<file path="src/design/csl_pkg.sv">
// Shared types, constants and scan functions of the coordinate sorted list.
package csl_pkg;

    localparam int CAPACITY  = 64;
    localparam int GRID_SIZE = 1024;
    localparam int ID_W      = 16;
    localparam int KEY_W     = 10;
    localparam int IDX_W     = $clog2(CAPACITY);
    localparam int CNT_W     = $clog2(CAPACITY + 1);

    localparam logic [KEY_W-1:0] KEY_MAX = KEY_W'(GRID_SIZE - 1);
    localparam logic [CNT_W-1:0] CNT_FULL = CNT_W'(CAPACITY);

    // Request codes.
    localparam logic [1:0] REQ_INSERT = 2'd0;
    localparam logic [1:0] REQ_REMOVE = 2'd1;
    localparam logic [1:0] REQ_UPDATE = 2'd2;

    // Status codes.
    localparam logic [1:0] STS_DONE      = 2'd0;
    localparam logic [1:0] STS_NOT_FOUND = 2'd1;
    localparam logic [1:0] STS_FULL      = 2'd2;

    typedef logic [CAPACITY-1:0] t_vec;

    typedef struct packed {
        logic [1:0]       req_type;
        logic [ID_W-1:0]  entry_id;
        logic [KEY_W-1:0] pos_x;
        logic [KEY_W-1:0] pos_y;
    } t_in_item;

    typedef struct packed {
        logic [1:0]       status;
        logic [IDX_W-1:0] rank;
        logic [CNT_W-1:0] entry_count;
    } t_out_item;

    typedef struct packed {
        logic [ID_W-1:0]  id;
        logic [KEY_W-1:0] key;
    } t_slot;

    typedef struct packed {
        logic [1:0]       req_type;
        logic [ID_W-1:0]  id;
        logic [KEY_W-1:0] key;
    } t_req;

    // Comparison results of one cell against the pending request.
    typedef struct packed {
        logic occ;
        logic match;
        logic gt;
        logic ge;
        logic le;
    } t_cell_flags;

    // The same results gathered across the whole chain.
    typedef struct packed {
        t_vec occ;
        t_vec match;
        t_vec gt;
        t_vec ge;
        t_vec le;
    } t_scan_flags;

    typedef enum logic [1:0] {
        CMD_HOLD,
        CMD_LOAD,
        CMD_LEFT,
        CMD_RIGHT
    } t_cell_cmd;

    typedef enum logic {
        ST_IDLE,
        ST_APPLY
    } t_state;

    // Inclusive prefix OR towards higher indexes, built as a log-depth network.
    function automatic t_vec prefix_or(input t_vec v);
        t_vec r;
        r = v;
        for (int lvl = 0; lvl < IDX_W; lvl++) begin
            r = r | (r << (1 << lvl));
        end
        return r;
    endfunction

    // Inclusive suffix OR towards lower indexes.
    function automatic t_vec suffix_or(input t_vec v);
        t_vec r;
        r = v;
        for (int lvl = 0; lvl < IDX_W; lvl++) begin
            r = r | (r >> (1 << lvl));
        end
        return r;
    endfunction

    // Index of the set bit of a one-hot vector; zero when none is set.
    function automatic logic [IDX_W-1:0] onehot_index(input t_vec v);
        logic [IDX_W-1:0] idx;
        logic [IDX_W-1:0] ival;
        idx = '0;
        for (int i = 0; i < CAPACITY; i++) begin
            ival = IDX_W'(i);
            for (int b = 0; b < IDX_W; b++) begin
                idx[b] = idx[b] | (v[i] & ival[b]);
            end
        end
        return idx;
    endfunction

endpackage

</file>
<file path="src/design/csl_cell.sv">
// One slot of the sorted list: holds an entry, compares it and shifts it.
module csl_cell (
    input  logic                          i_clk,
    input  logic [csl_pkg::IDX_W-1:0]     i_index,
    input  logic [csl_pkg::CNT_W-1:0]     i_count,
    input  logic                          i_flag_en,
    input  logic [csl_pkg::ID_W-1:0]      i_req_id,
    input  logic [csl_pkg::KEY_W-1:0]     i_req_key,
    input  csl_pkg::t_cell_cmd            i_cmd,
    input  csl_pkg::t_slot                i_new,
    input  csl_pkg::t_slot                i_left,
    input  csl_pkg::t_slot                i_right,
    output csl_pkg::t_slot                o_slot,
    output csl_pkg::t_cell_flags          o_flags
);

    csl_pkg::t_slot       r_slot;
    csl_pkg::t_slot       n_slot;
    csl_pkg::t_cell_flags r_flags;
    csl_pkg::t_cell_flags n_flags;

    always_comb begin
        n_flags.occ   = csl_pkg::CNT_W'(i_index) < i_count;
        n_flags.match = n_flags.occ && (r_slot.id == i_req_id);
        n_flags.gt    = r_slot.key >  i_req_key;
        n_flags.ge    = r_slot.key >= i_req_key;
        n_flags.le    = r_slot.key <= i_req_key;
    end

    always_comb begin
        unique case (i_cmd)
            csl_pkg::CMD_HOLD:  n_slot = r_slot;
            csl_pkg::CMD_LOAD:  n_slot = i_new;
            csl_pkg::CMD_LEFT:  n_slot = i_left;
            csl_pkg::CMD_RIGHT: n_slot = i_right;
            default:            n_slot = r_slot;
        endcase
    end

    always_ff @(posedge i_clk) begin
        r_slot <= n_slot;
        if (i_flag_en) begin
            r_flags <= n_flags;
        end
    end

    assign o_slot  = r_slot;
    assign o_flags = r_flags;

endmodule

</file>
<file path="config.mk">
export PLATFORM = sky130hd
export DESIGN_NAME = csl_cell
export DESIGN_NICKNAME = d
export VERILOG_FILES = /design/src/design/csl_pkg.sv /design/src/design/csl_cell.sv
export SDC_FILE = /design/constraint.sdc
export NUM_CORES = 1
export LEC_CHECK = 0
export ABC_AREA = 1
export BUFFER_PORTS_ARGS = -buffer_cell sky130_fd_sc_hd__buf_2
export CORE_MARGIN = 4
export CORE_UTILIZATION = 38
export CTS_CLUSTER_DIAMETER = 40
export DETAILED_ROUTE_END_ITERATION = 10
export PLACE_DENSITY = 0.73
export SLEW_MARGIN = 25
export SYNTH_ARGS = -nofsm -noshare
export SYNTH_HDL_FRONTEND = slang
export SYNTH_SLANG_ARGS = --single-unit
</file>
<file path="constraint.sdc">
create_clock -name i_clk -period 1.5 [get_ports i_clk]
set_input_delay 0.45 -clock i_clk [delete_from_list [all_inputs] [get_ports i_clk]]
set_output_delay 0.45 -clock i_clk [all_outputs]
set_load 0.005 [all_outputs]
</file>
==> summary.txt <==
Synthesis
  • Register area share after synthesis: 41.0%
  • YS warnings: 0
  • Distinct cells, synth: 17
  • Mapped Nets: 449
  • Top cell type by total area after synthesis: edfxtp_1
  • Synthesized cell area: 0.00227 mm^2
  • Syn Inst Count: 313
  • Synth Register Bits: 31
  • Avg Cell Area, Syn: 7.26 um^2
  • Synth top area cells: edfxtp_1 (41%), nand2_1 (19%), nand3_1 (12%)
  • Yosys top cell area share: 41.0%

Floorplanning
  • Starting Density: 40.3%
  • Row count: 27
  • Die height: 85.3 um
  • Die X: 85.3 um
  • Total die area: 0.00728 mm^2
  • Core Footprint: 0.00564 mm^2
  • Top-level port count: 152

Drt
  • Avg WL per Cell: 12.6 um
  • Via density: 4.65
  • Routed vias: 2523
  • Post-route DRC: 0
  • Drt pass-1 iters: 7
  • Post-route ant nets: 0
  • 1st-iter DRT viols: 82
  • Final wirelength: 6810 um

Final layout
  • Layout Utilization: 57.9%
  • Most common cell after layout, fill and taps aside: buf_2
  • Non-Filler Instances: 542
  • Layout cells sized above 1: 37.9%
  • P&R area growth vs syn: 43.8%
  • Nets: 605
  • Ant. Diodes: 0
  • Most frequent cells in the layout: buf_2 (151), nand2_1 (114), nand3_1 (55)

STA
  • Fmax: 672 MHz
  • Final Skew: 0.00861 ns
  • Final min period: 1.49 ns
  • Setup TNS Final: 0 ns
  • Slew margin rel.: 73.7%
  • Tcrit/Tclk final: 99.3%
  • Final worst setup slack: 0.0112 ns
  • Endpoints failing hold: 0
  • # setup viols final: 0
  • Max Slew Vio Count: 0
  • RSZ-0062 raised after global routing: true
  • Slew @ Worst Pin: 0.395 ns

CTS
  • H-tree depth: 2
  • Max clock buf depth: 2
  • Clock Pin Slew Worst Setup and Hold Paths: 0.07 ns
  • TritonCTS Buffers: 5
  • CTS tree: yes
  • CTS Sinks: 31
  • Clock root buffer: clkbuf_8
  • Clk_lat worst skew: 0.28 ns

Setup path
  • Startpoint Class: register
  • CP Class: register to register
  • Cell family with most CP delay: flip-flops
  • Worst path bufs/invs: 0
  • WP data required: 1.53 ns
  • CP max stage delay: 0.44 ns
  • CP Data Arrival Time: 1.52 ns
  • Slowest CP cell: edfxtp_1
  • CP cell instances: ha_4 > nand2_1 > o21bai_4 > a21boi_4 > o21ai_1
  • Critical Path End Type: register
  • CP Max Fanout: 2

Pwr
  • Overall Power: 2.50 mW
  • P per Cell Area: 765 mW/mm^2
  • Leak: 1.85 nW
  • Peak supply drop: 0.343 mV

Run status
  • Status: finished, final reports clean

GRT
  • Most crowded layer after global routing: met2
  • Initial antenna violation count: 0
  • GR Layer Usage met2: 33.0%
  • Grt ovf: 0
  • Met3 global-route usage: 5.73%
  • Gr usage total: 18.1%
  • Largest net degree at the start of global routing: 27
  • First-pass GRT wire length: 10400 um
  • Vias in the first global route: 2443
  • Global Route met1 Usage: 19.7%

Placement
  • Placed Cells: 533
  • Final HPWL DP: 5510 um
  • Dpl ws: -0.214 ns
  • GP Congestion: 0.798
  • IO buf count: 151

Hold path
  • Hold Path Class: primary input to register

Job
  • Max_cap viols: 0
-- area by class of cell --
class	count	area [um^2]
tap	72	90.1
timing repair buffer	159	816
inverter	51	194
sequential	31	931
multi-input combinational	221	1160
clock buffer	6	72.6
clock inverter	2	7.51
fill	521	2370
-- state kept, by name, summed over array words and instances, names as in the netlist --
name and flops:
o_flags 5, o_slot 26
-- power breakdown --
| group | internal, mW | leakage (nW) | switching [mW] |
|---|---|---|---|
| Sequential | 1.08 | 0.319 | 0.0677 |
| Combinational | 0.363 | 1.50 | 0.365 |
| Clock | 0.316 | 0.0403 | 0.306 |
-- cells in the mapped netlist --
cell	instances
a21boi_2	1
a21o_1	1
a21oi_1	4
buf_2	6
buf_4	1
buf_6	3
edfxtp_1	31
ha_1	15
inv_1	50
inv_4	1
nand2_1	114
nand3_1	55
nor2_1	25
nor2_8	1
o21ai_0	1
o21bai_1	2
or2_2	2
-- stage by stage --
| step | instance area (um^2) | hold WS, ns |
|---|---|---|
| 2_1_floorplan | 2270 | 0.562 |
| 3_3_place_gp | 3100 | 0.728 |
| 3_5_place_dp | 3100 | 0.731 |
| 4_1_cts | 3210 | 0.428 |
| 5_1_grt | 3270 | 0.433 |
| 6_report | 3270 | 0.443 |
-- metal layers --
metal | wire [um] | vias up
met5 | 0 | -
met4 | 110 | 0
met3 | 687 | 11
met2 | 3430 | 121
met1 | 2580 | 1083
li1 | - | 1308
-- timing repair --
action                     CTS  global route
setup buffers                0             1
setup endpoints to repair    3             3
gates cloned                 0             0
hold buffers                 0             0
pin swaps                    0             3
resized for setup            4             8
-- worst paths after layout --
kind | start | end | slack (ns) | cells past startpoint
worst min register to register | o_slot[23] | o_flags[3] | 0.88 | 7
worst max-delay path | o_slot[5] | o_flags[0] | 0.01 | 5
worst max register to register | o_slot[5] | o_flags[0] | 0.01 | 5
worst min-delay path | i_left[24] | o_slot[24] | 0.44 | 3
-- worst min-delay path: stages --
cell and delay [ns]:
buf_2 0.07, nand2_1 0.04, nand3_1 0.05
-- cell families after synthesis --
| group | Yosys count | synth area share [%] |
|---|---|---|
| buffers and inverters | 61 | 11.7 |
| adder cells (fa/ha/maj) | 15 | 8.26 |
| AO/OA/AOI/OAI | 9 | 2.59 |
| flip-flops | 31 | 41.0 |
| AND/OR/NAND/NOR | 197 | 36.5 |
(Power assumes the default switching activity.)
